==> src/sv/lfu_pkg.sv <==
`timescale 1ns / 1ps

package lfu_pkg;

   // default build of the frame row
   localparam int FRAMES_DEF     = 8;
   localparam int PAGE_BITS_DEF  = 16;
   localparam int COUNT_BITS_DEF = 16;

   // fixed field widths at the ports
   localparam int REQ_PAGE_BITS   = 16;
   localparam int RSP_INDEX_BITS  = 3;
   localparam int RSP_PAGE_BITS   = 16;
   localparam int FAULT_BITS      = 16;
   localparam int CSR_BITS        = 4;

   localparam logic [CSR_BITS-1:0]   FRAMES_IN_USE_RESET = 4'd8;
   localparam logic [FAULT_BITS-1:0] FAULT_MAX           = 16'hFFFF;

endpackage

==> src/sv/lfu_cell.sv <==
`timescale 1ns / 1ps

module lfu_cell #(
   parameter int INDEX      = 0,
   parameter int PAGE_BITS  = 16,
   parameter int COUNT_BITS = 16,
   parameter int IW         = 3
) (
   input  logic                     clock,
   input  logic                     reset,
   input  logic                     active,
   input  logic                     clr,
   // scan record from the left neighbor
   input  logic [1+PAGE_BITS+1+IW+1+IW+COUNT_BITS+IW+PAGE_BITS-1:0] rec_in,
   // scan record handed to the right neighbor
   output logic [1+PAGE_BITS+1+IW+1+IW+COUNT_BITS+IW+PAGE_BITS-1:0] rec_out,
   // update broadcast from the decision logic
   input  logic [1+1+IW+PAGE_BITS-1:0] upd_in
);

   typedef struct packed {
      logic                  vld;
      logic [PAGE_BITS-1:0]  page;
      logic                  found;
      logic [IW-1:0]         hit_idx;
      logic                  empty;
      logic [IW-1:0]         empty_idx;
      logic [COUNT_BITS-1:0] min_cnt;
      logic [IW-1:0]         min_idx;
      logic [PAGE_BITS-1:0]  min_page;
   } rec_type;

   typedef struct packed {
      logic                 en;
      logic                 inc;
      logic [IW-1:0]        slot;
      logic [PAGE_BITS-1:0] page;
   } upd_type;

   localparam logic [IW-1:0]         MY_IDX    = IW'(INDEX);
   localparam logic [COUNT_BITS-1:0] COUNT_MAX = '1;

   rec_type rec_i;
   rec_type rec_in_w;
   rec_type rec_ff;
   upd_type upd;

   logic [PAGE_BITS-1:0]  page_ff;
   logic [PAGE_BITS-1:0]  page_in;
   logic                  valid_ff;
   logic                  valid_in;
   logic [COUNT_BITS-1:0] count_ff;
   logic [COUNT_BITS-1:0] count_in;

   assign rec_i   = rec_in;
   assign upd     = upd_in;
   assign rec_out = rec_ff;

   // fold this frame into the running search record
   always_comb begin
      rec_in_w = rec_i;
      if (active) begin
         if (!rec_i.found && valid_ff && page_ff == rec_i.page) begin
            rec_in_w.found   = 1'b1;
            rec_in_w.hit_idx = MY_IDX;
         end
         if (!rec_i.empty && !valid_ff) begin
            rec_in_w.empty     = 1'b1;
            rec_in_w.empty_idx = MY_IDX;
         end
         // first frame always seeds the minimum, later ones only when strictly smaller
         if (INDEX == 0 || count_ff < rec_i.min_cnt) begin
            rec_in_w.min_cnt  = count_ff;
            rec_in_w.min_idx  = MY_IDX;
            rec_in_w.min_page = page_ff;
         end
      end
   end

   always_comb begin
      page_in  = page_ff;
      valid_in = valid_ff;
      count_in = count_ff;
      if (clr) begin
         page_in  = '0;
         valid_in = 1'b0;
         count_in = '0;
      end else if (upd.en && upd.slot == MY_IDX) begin
         if (upd.inc) begin
            if (count_ff != COUNT_MAX) begin
               count_in = count_ff + 1'b1;
            end
         end else begin
            page_in  = upd.page;
            valid_in = 1'b1;
            count_in = COUNT_BITS'(1);
         end
      end
   end

   always_ff @(posedge clock) begin
      if (reset) begin
         rec_ff   <= '0;
         page_ff  <= '0;
         valid_ff <= 1'b0;
         count_ff <= '0;
      end else begin
         rec_ff   <= rec_in_w;
         page_ff  <= page_in;
         valid_ff <= valid_in;
         count_ff <= count_in;
      end
   end

endmodule

==> src/sv/lfu_page_replacement.sv <==
`timescale 1ns / 1ps

// channel   | ports                                   | transfer when
// ----------+-----------------------------------------+-----------------------
// request   | start, busy, req_page, req_start_new    | start && !busy
// response  | rsp_valid, rsp_hit .. rsp_fault_total   | rsp_valid (one cycle)
// csr       | csr_valid, csr_ready, csr_data          | csr_valid && csr_ready
//
// in one reference the search record walks the row of
// frame cells one cell per cycle, then the chosen cell is updated and the
// response is driven. busy drops in the response cycle, so start may follow.
// reset empties every frame, clears the fault counter and sets frames_in_use
// to 8. the response cannot be held off; it is valid for exactly one cycle.

module lfu_page_replacement #(
   parameter int FRAMES     = lfu_pkg::FRAMES_DEF,
   parameter int PAGE_BITS  = lfu_pkg::PAGE_BITS_DEF,
   parameter int COUNT_BITS = lfu_pkg::COUNT_BITS_DEF
) (
   input  logic                               clock,
   input  logic                               reset,
   input  logic                               start,
   output logic                               busy,
   input  logic [lfu_pkg::REQ_PAGE_BITS-1:0]  req_page,
   input  logic                               req_start_new,
   output logic                               rsp_valid,
   output logic                               rsp_hit,
   output logic [lfu_pkg::RSP_INDEX_BITS-1:0] rsp_frame_index,
   output logic                               rsp_evicted_valid,
   output logic [lfu_pkg::RSP_PAGE_BITS-1:0]  rsp_evicted_page,
   output logic [lfu_pkg::FAULT_BITS-1:0]     rsp_fault_total,
   input  logic                               csr_valid,
   output logic                               csr_ready,
   input  logic [lfu_pkg::CSR_BITS-1:0]       csr_data
);

   import lfu_pkg::*;

   localparam int IW = (FRAMES > 1) ? $clog2(FRAMES) : 1;

   typedef struct packed {
      logic                  vld;
      logic [PAGE_BITS-1:0]  page;
      logic                  found;
      logic [IW-1:0]         hit_idx;
      logic                  empty;
      logic [IW-1:0]         empty_idx;
      logic [COUNT_BITS-1:0] min_cnt;
      logic [IW-1:0]         min_idx;
      logic [PAGE_BITS-1:0]  min_page;
   } rec_type;

   typedef struct packed {
      logic                 en;
      logic                 inc;
      logic [IW-1:0]        slot;
      logic [PAGE_BITS-1:0] page;
   } upd_type;

   rec_type rec [FRAMES+1];
   rec_type head_ff;
   rec_type head_in;
   rec_type tail;
   upd_type upd;

   logic                  accept;
   logic                  clr;
   logic [FRAMES-1:0]     active;
   logic [PAGE_BITS+REQ_PAGE_BITS-1:0] page_ext;
   logic [PAGE_BITS+RSP_PAGE_BITS-1:0] evict_ext;
   logic [IW+RSP_INDEX_BITS-1:0]       slot_ext;

   logic                      busy_ff;
   logic                      busy_in;
   logic [CSR_BITS-1:0]       frames_ff;
   logic [CSR_BITS-1:0]       frames_in;
   logic [FAULT_BITS-1:0]     fault_ff;
   logic [FAULT_BITS-1:0]     fault_in;

   logic                      rsp_valid_ff;
   logic                      rsp_hit_ff;
   logic                      rsp_hit_in;
   logic [RSP_INDEX_BITS-1:0] rsp_index_ff;
   logic [RSP_INDEX_BITS-1:0] rsp_index_in;
   logic                      rsp_ev_valid_ff;
   logic                      rsp_ev_valid_in;
   logic [RSP_PAGE_BITS-1:0]  rsp_ev_page_ff;
   logic [RSP_PAGE_BITS-1:0]  rsp_ev_page_in;

   assign accept    = start && !busy_ff;
   assign clr       = accept && req_start_new;
   assign busy      = busy_ff;
   assign csr_ready = !busy_ff;

   assign page_ext = {{PAGE_BITS{1'b0}}, req_page};

   always_comb begin
      head_in          = '0;
      head_in.vld      = accept;
      head_in.page     = page_ext[PAGE_BITS-1:0];
      head_in.min_cnt  = '1;
   end

   // a zero count still manages frame 0; counts above FRAMES reach every cell
   always_comb begin
      for (int i = 0; i < FRAMES; i++) begin
         if (frames_ff == '0) begin
            active[i] = (i == 0);
         end else begin
            active[i] = (i < int'(frames_ff));
         end
      end
   end

   assign rec[0] = head_ff;
   assign tail   = rec[FRAMES];

   for (genvar g = 0; g < FRAMES; g++) begin : g_cell
      lfu_cell #(
         .INDEX      (g),
         .PAGE_BITS  (PAGE_BITS),
         .COUNT_BITS (COUNT_BITS),
         .IW         (IW)
      ) u_cell (
         .clock   (clock),
         .reset   (reset),
         .active  (active[g]),
         .clr     (clr),
         .rec_in  (rec[g]),
         .rec_out (rec[g+1]),
         .upd_in  (upd)
      );
   end

   // decision once the record leaves the last cell
   always_comb begin
      upd             = '0;
      upd.page        = tail.page;
      rsp_hit_in      = 1'b0;
      rsp_ev_valid_in = 1'b0;
      evict_ext       = '0;
      fault_in        = fault_ff;
      if (tail.vld) begin
         upd.en = 1'b1;
         if (tail.found) begin
            upd.inc    = 1'b1;
            upd.slot   = tail.hit_idx;
            rsp_hit_in = 1'b1;
         end else begin
            if (tail.empty) begin
               upd.slot = tail.empty_idx;
            end else begin
               upd.slot        = tail.min_idx;
               rsp_ev_valid_in = 1'b1;
               evict_ext       = {{RSP_PAGE_BITS{1'b0}}, tail.min_page};
            end
            if (fault_ff != FAULT_MAX) begin
               fault_in = fault_ff + 1'b1;
            end
         end
      end
      if (clr) begin
         fault_in = '0;
      end
   end

   assign slot_ext       = {{RSP_INDEX_BITS{1'b0}}, upd.slot};
   assign rsp_index_in   = slot_ext[RSP_INDEX_BITS-1:0];
   assign rsp_ev_page_in = evict_ext[RSP_PAGE_BITS-1:0];

   always_comb begin
      busy_in = busy_ff;
      if (accept) begin
         busy_in = 1'b1;
      end else if (tail.vld) begin
         busy_in = 1'b0;
      end
   end

   assign frames_in = (csr_valid && csr_ready) ? csr_data : frames_ff;

   always_ff @(posedge clock) begin
      if (reset) begin
         head_ff      <= '0;
         busy_ff      <= 1'b0;
         frames_ff    <= FRAMES_IN_USE_RESET;
         fault_ff     <= '0;
         rsp_valid_ff <= 1'b0;
      end else begin
         head_ff      <= head_in;
         busy_ff      <= busy_in;
         frames_ff    <= frames_in;
         fault_ff     <= fault_in;
         rsp_valid_ff <= tail.vld;
      end
   end

   always_ff @(posedge clock) begin
      if (tail.vld) begin
         rsp_hit_ff      <= rsp_hit_in;
         rsp_index_ff    <= rsp_index_in;
         rsp_ev_valid_ff <= rsp_ev_valid_in;
         rsp_ev_page_ff  <= rsp_ev_page_in;
      end
   end

   assign rsp_valid         = rsp_valid_ff;
   assign rsp_hit           = rsp_hit_ff;
   assign rsp_frame_index   = rsp_index_ff;
   assign rsp_evicted_valid = rsp_ev_valid_ff;
   assign rsp_evicted_page  = rsp_ev_page_ff;
   assign rsp_fault_total   = fault_ff;

endmodule
==> config.mk <==
export PLATFORM = sky130hd
export DESIGN_NAME = lfu_page_replacement
export DESIGN_NICKNAME = d
export VERILOG_FILES = /design/src/sv/lfu_pkg.sv /design/src/sv/lfu_cell.sv /design/src/sv/lfu_page_replacement.sv
export SDC_FILE = /design/constraint.sdc
export NUM_CORES = 2
export LEC_CHECK = 0
export BUFFER_PORTS_ARGS = -buffer_cell sky130_fd_sc_hd__clkbuf_2
export CORE_UTILIZATION = 59
export CTS_BUF_LIST = sky130_fd_sc_hd__clkbuf_8
export DETAILED_ROUTE_END_ITERATION = 12
export HOLD_SLACK_MARGIN = 0.15
export PLACE_DENSITY = 0.77
export SKIP_LAST_GASP = 1
export SLEW_MARGIN = 20
export SYNTH_ARGS = -nofsm -noshare
export SYNTH_HDL_FRONTEND = slang
export SYNTH_SLANG_ARGS = --single-unit
export TNS_END_PERCENT = 5
==> constraint.sdc <==
create_clock -name clock -period 2.5 [get_ports clock]
set_clock_uncertainty 0.05 [all_clocks]
set_input_delay 0.375 -clock clock [delete_from_list [all_inputs] [get_ports clock]]
set_output_delay 0.375 -clock clock [all_outputs]
set_load 0.1 [all_outputs]
Yosys cells after proc, flatten, opt, wreduce, memory -nomap -nowiden
Index checks and enable logic that the tools add are counted.

storage, ports and cells
  flip-flop bits (word level) = 831
  bits in latches = 0
  bits in writable memories = 0
  ROM bits = 0
  input bits = 25
  output and inout port bits = 40
  word-level logic and storage cells = 316
  memories = 0

operators by class
  add/sub/neg operators = 9
  multipliers = 0
  divide/modulo/power cells = 0
  $lt $le $gt $ge = 15
  eq/ne operators = 32
  shift-type cells = 0
  muxes and demuxes = 63
  bitwise logic cells = 2
  reductions and logical operators = 83

operator list
  kind                                                                  number
  43-bit two-way mux                                                    8
  35-bit two-way mux                                                    8
  16-bit two-way mux                                                    16
  16-bit by 1-bit adder with 16-bit output (second input constant)      9
  16-bit != test (second input constant)                                9
  16-bit == test                                                        8
  16-bit < comparator                                                   7
  4-bit two-way mux                                                     16
  1-bit logical AND                                                     35
  2-bit AND reduction                                                   16
  1-bit logical NOT                                                     25
  3-bit by 4-bit < comparator with 1-bit output (first input constant)  4
  2-bit by 1-bit != test with 1-bit output (second input constant)      7
  3-bit == test (second input constant)                                 4
  1-bit two-way mux                                                     12
  1-bit by 4-bit < comparator with 1-bit output (first input constant)  2
  2-bit by 4-bit < comparator with 1-bit output (first input constant)  2
  3-bit by 2-bit == test with 1-bit output (second input constant)      2
  3-bit two-way mux                                                     2
  2-bit OR reduction                                                    3
  5-bit two-way mux                                                     1
  4-bit logical NOT                                                     1
  3-bit by 1-bit == test with 1-bit output (second input constant)      1
  3-bit logical NOT                                                     1
  other kinds (4)                                                       5

Longest topological paths before layout
  word-level depth = 6
  gate-level depth with buffers = 10
  depth with buffers taken out = 8

Modules after synthesis
From an unflattened synthesis, not the netlist that was laid out.

second synthesis, totals
  cells, all modules = 3837
  area, all modules = 35372.7 um2

modules (own cells, without submodules)
  module                            times used  cells an instance  area an instance (um2)  sequential area each (um2)
  lfu_cell at g_cell[3].u_cell ...  3           464                4155.2                  1861.8
  lfu_cell at g_cell[1].u_cell ...  2           454                4210.3                  1861.8
  lfu_cell at g_cell[4].u_cell      1           457                4202.8                  1861.8
  lfu_cell at g_cell[7].u_cell      1           468                4147.7                  1861.8
  lfu_cell at g_cell[0].u_cell      1           385                3699.8                  1861.8
  lfu_page_replacement              1           227                2436.1                  1431.4

Worst setup path after synthesis
Ideal clock, no wire load.

  kind = register -> register
  from = reg g_cell[7].u_cell.rec_ff (netlist bit g_cell[7].u_cell.rec_out[59])
  to = reg g_cell[7].u_cell.count_ff[0]
  setup time = 0.078 ns
  data arrival time = 2.503 ns
  required time = 2.372 ns
  path slack = -0.131 ns
  stages on the path, launching flop included = 7
  path buffers = 1
  clock period less this slack = 2.631 ns
  cell sequence = dfxtp_1 -> buf_4 -> nand2_1 -> nor4_1 -> a21boi_0 -> and3_1 -> nor3_1

between the ends
  cells in the longest elaborated chain, start to end = 4
  elaborated cells between the ends (all ways) = 6
  classes of those cells = eq/ne: 2; mux: 2; reduce/logical: 2

ends and longest elaborated chain
  element                        RTL line                     text
  start: declaration             lfu_cell.sv:45               rec_type rec_ff;
  start signal: assignment       lfu_cell.sv:108              rec_ff <= rec_in_w;
  5-bit two-way mux (*)          lfu_page_replacement.sv:143  if (tail.vld) begin
  3-bit == test                  lfu_cell.sv:88               end else if (upd.en && upd.slot == MY_IDX) begin
  1-bit logical AND              lfu_cell.sv:88
  2-bit AND reduction (no line)  -
  end signal: assignment         lfu_cell.sv:111              count_ff <= count_in;
  end: declaration               lfu_cell.sv:52               logic [COUNT_BITS-1:0] count_ff;

Mark *: on every way between the ends. The rest lies on a longest branch, timed or not.
A chain may end at the register's enable or synchronous reset.

Worst setup path in the final report
  from = reg g_cell[7].u_cell.rec_ff (netlist bit g_cell[7].u_cell.rec_out[38])
  to = reg g_cell[0].u_cell.count_ff[9]

between the ends
  cells in the longest elaborated chain, start to end = 6

ends and longest elaborated chain
  element                        RTL line                     text
  3-bit two-way mux              lfu_page_replacement.sv:150  if (tail.empty) begin
  3-bit two-way mux              lfu_page_replacement.sv:145  if (tail.found) begin
  5-bit two-way mux              lfu_page_replacement.sv:143
  3-bit logical NOT              lfu_cell.sv:88
  1-bit logical AND              lfu_cell.sv:88
  2-bit AND reduction (no line)  -
  end signal: assignment         lfu_cell.sv:111
  end: declaration               lfu_cell.sv:52

Every way passes these cells.

==> impl_results.md <==
* Run status: complete, but fails checks
* Violated checks: setup timing
* Flop2flop setup slack at -20 ps
* Post-synth top flop: dfxtp_1
* CP startpoint: g_cell[7].u_cell.rec_out[38]
* Fin crit share at 1.01
* Fmax at about 400 MHz
* Combinational power share at 0.026
* Seq pwr share at 0.524
* Multi-input logic area at about 14000 um^2
* Synth unique cells at 65
* Area share of and/or/nand/nor cells after synthesis at 0.213
* Final Hold Viols at 0
* Latest clock arrival within the worst-skew pair at between 700 and 800 ps
* CTS tree: yes
* Post-route ant nets at 0
* Final worst path period need at roughly 2500 ps
* Detailed Routing Iterations Pass 1 at 7
* Top post-synthesis cells by area: dfxtp_1 (48%), nand2_1 (6.6%), ha_1 (4.6%)
* Startpoint Class: flop
* Area leader, netlist: dfxtp_1
* Pin count of the biggest net entering global routing at 199
* Initial core utilization at 0.599
* Final setup vio count at 2
* Antenna violations before repair at 1
* Fin cells at between 4000 and 5000
* Share of layout cells above drive strength 1 at 0.108
* Crit path capture type: flop
* Syn Inst Count at roughly 3300
* Reg2reg end: g_cell[0].u_cell.count_ff[9]
* Final setup TNS at -29.7 ps
* Placer Congestion at roughly 0.9
* Pwr Density at 675 nW/um^2
* GR Overflow Total at 0
* Setup Crit Path Kind: reg -> reg
* Vias in the first global route at 23000
* Place WS at -5.90 ps
* Hold Path Class: in -> reg
* Warnings from Yosys at 0
* Number of nets in the layout at 3592
* Worst setup margin at -19.3 ps
* Worst setup endpoint: g_cell[0].u_cell.count_ff[9]
* Die footprint at 53100 um^2
* Slew Viols, Final at 0
* Die H at 230 um
* Drt total wl at 72600 um
* Most common cell after layout, fill and taps aside: dfxtp_1
* Root Buffer: clkbuf_8
* Worst EP required at just over 3000 ps
* Register bit total from synthesis at 767
* FP Rows at 83
* Share of the synthesized area in the top cell type at 0.485
* Critical Path Fanout Max at 16
* Net Sw Power at around 0.0053 W
* Mux contribution to synthesized area at 0.0403
* Via count at about 23000
* Synth Area in XOR/XNOR at 0.0688
* Worst hold slack at about 260 ps
* Synthesis-to-finish area growth at 13.9%
* Complex-gate fraction of the synthesized area at 0.0866
* Remaining DRCs at 0
* WL/cell at between 15 and 20 um
* Synthesized area at slightly above 30000 um^2
* H-Tree Depth at 3
* Leakage at between 10 and 15 nW
* I/O pins at between 60 and 70
* Worst-path clk slew at roughly 60 ps
* Normalized max-slew margin at 0.330
* CTS Buf Count at about 120
* GRT Total Usage at 0.273
* Cell Chain, Critical Path: mux2_4, o211ai_4, buf_4, nand4_4, nor4_1, xnor2_1, nor2_1
* Pint at between 0.015 and 0.02 W
* Number of vias per cell at ~5.5
* Post-synth ARST share at 0
* Bufs and invs on worst path at 1
* Clk pwr share at 0.450
* Largest family of logic cells by synthesized area: simple AND/OR/NAND/NOR gates
* # Post-CTS Setup Buffers at 0
* Sink Count at 767
* RSZ-0062 raised after global routing: yes
* # fillers at 3986
* Worst path slowest cell: nor4_1
* Core footprint at about 51000 um^2
* Area share of fa/ha/maj cells after synthesis at 0.0463
* Crit-path leading delay family: simple AND/OR/NAND/NOR gates
* First-pass GRT wire length at about 120000 um
* Max-capacitance violation count at 0
* CP peak stage delay at ~540 ps
* Post-detail-place hpwl at 51400 um
* Critical path depth in cells at 7
* Dpl cells at around 4000
* Initial drt markers at 1570
* Net Sw Frac at 0.223
* VDD IR max at about 460 uV
* Clock buffer depth at 3
* Sequential share of the synthesized area at 0.505
* Synth Net Count at 3446
* Port bufs at 64
* Reg area at approximately 16000 um^2
* Die Width at 230 um
* Overall Power at about 0.024 W
* Commonest non-fill, non-tap cells in the layout: dfxtp_1 (745), nand2_1 (539), nor2_1 (242)
* Cell count of the worst reg-to-reg path at 7
* Critical R2R Launch: g_cell[7].u_cell.rec_out[38]
* Actual slew at the worst max-slew pin at between 1000 and 1500 ps
* Syn avg cell area at between 9 and 10 um^2
* EDFF count, synth at 21
* CP arrival at ~3100 ps
worst min-delay path, delay by kind of cell:
family / cells / cell delay, ps
AOI/OAI and AO/OA: 2 / 200
buffers and inverters: 2 / 330
and+or+nand+nor: 1 / 70
sequential cells by signal, indices dropped and copies added, names as in the netlist, 3 cells and up:
register and cells:
g_cell.u_cell.valid_ff 8, rsp_fault_total 16, rsp_frame_index 3, g_cell.u_cell.page_ff 128, g_cell.u_cell.rec_out 443, g_cell.u_cell.count_ff 128
frames_ff 4, rsp_evicted_page 16, head_ff 17
kinds of logic after synthesis:
family,after synthesis
and+or+nand+nor,1353
DFF,767
AOI/OAI and AO/OA,403
buffers and inverters,305
xor gates and xnor gates,242
muxes,123
adders and majority gates,114
layout make-up:
cell class                      count  area share
Clock buffer                      158      0.0620
Tap cell                          680      0.0243
Inverter                          136      0.0147
Sequential cell                   767       0.444
Antenna cell                        3    0.000214
Multi-Input combinational cell   2235       0.401
Timing Repair Buffer              197      0.0441
Clock inverter                     57     0.00974
layer usage:
layer	track usage	up-vias	routed length [um]
met5	0	-	0
met4	0.127	0	2630
met3	0.0420	171	4000
met2	0.455	718	34200
met1	0.347	10800	31700
li1	-	11400	-
how the worst min path moves through the flow:
| stage | cells after the start | slack (ps) | from | endpoint |
|---|---|---|---|---|
| detailed placement | 1 | 360 | g_cell[1].u_cell.rec_out[16] | g_cell[2].u_cell.rec_out[16] |
| CTS | 5 | 220 | req_start_new | g_cell[6].u_cell.count_ff[1] |
| finish | 5 | 260 | req_start_new | g_cell[6].u_cell.count_ff[1] |
| global placement | 1 | 360 | g_cell[1].u_cell.rec_out[16] | g_cell[2].u_cell.rec_out[16] |
| floorplan | 1 | 350 | g_cell[0].u_cell.rec_out[38] | g_cell[1].u_cell.rec_out[35] |
| global route | 5 | 260 | req_start_new | g_cell[6].u_cell.count_ff[1] |
cells in the mapped netlist, types with 46 or more instances:
cell type  number
a21oi_1       193
inv_1         134
clkbuf_1      117
nand2_1       540
dfxtp_1       746
nand3_1        73
nor2_1        242
nor2b_1       192
nand4_1        75
mux2i_1       120
a22o_1         96
xor2_1        154
ha_1          114
nor4_1         46
xnor2_1        88
repair_timing:
action	in CTS	in global routing
resized for setup	1	4
endpoints found under the hold margin	42	0
hold buffers	26	0
setup endpoints to repair	15	157
cloned	0	0
metrics by stage:
| step | area (um^2) | util |
|---|---|---|
| 4_1_cts | 35100 | 0.682 |
| 6_report | 35100 | 0.682 |
| 3_5_place_dp | 32300 | 0.628 |
| 2_1_floorplan | 30800 | - |
| 3_3_place_gp | 32300 | 0.628 |
| 5_1_grt | 35100 | 0.682 |
power groups by stage:
stage	Sequential [W]	Combinational (W)	Clock [W]
detailed placement	0.0127	0.000576	0
global route	0.0124	0.000666	0.0114
finish	0.0124	0.000619	0.0106
global placement	0.0127	0.000570	0
CTS	0.0124	0.000614	0.0108
floorplan	0.0127	0.000384	0
No activity file was read; power rests on OpenSTA's default activity.
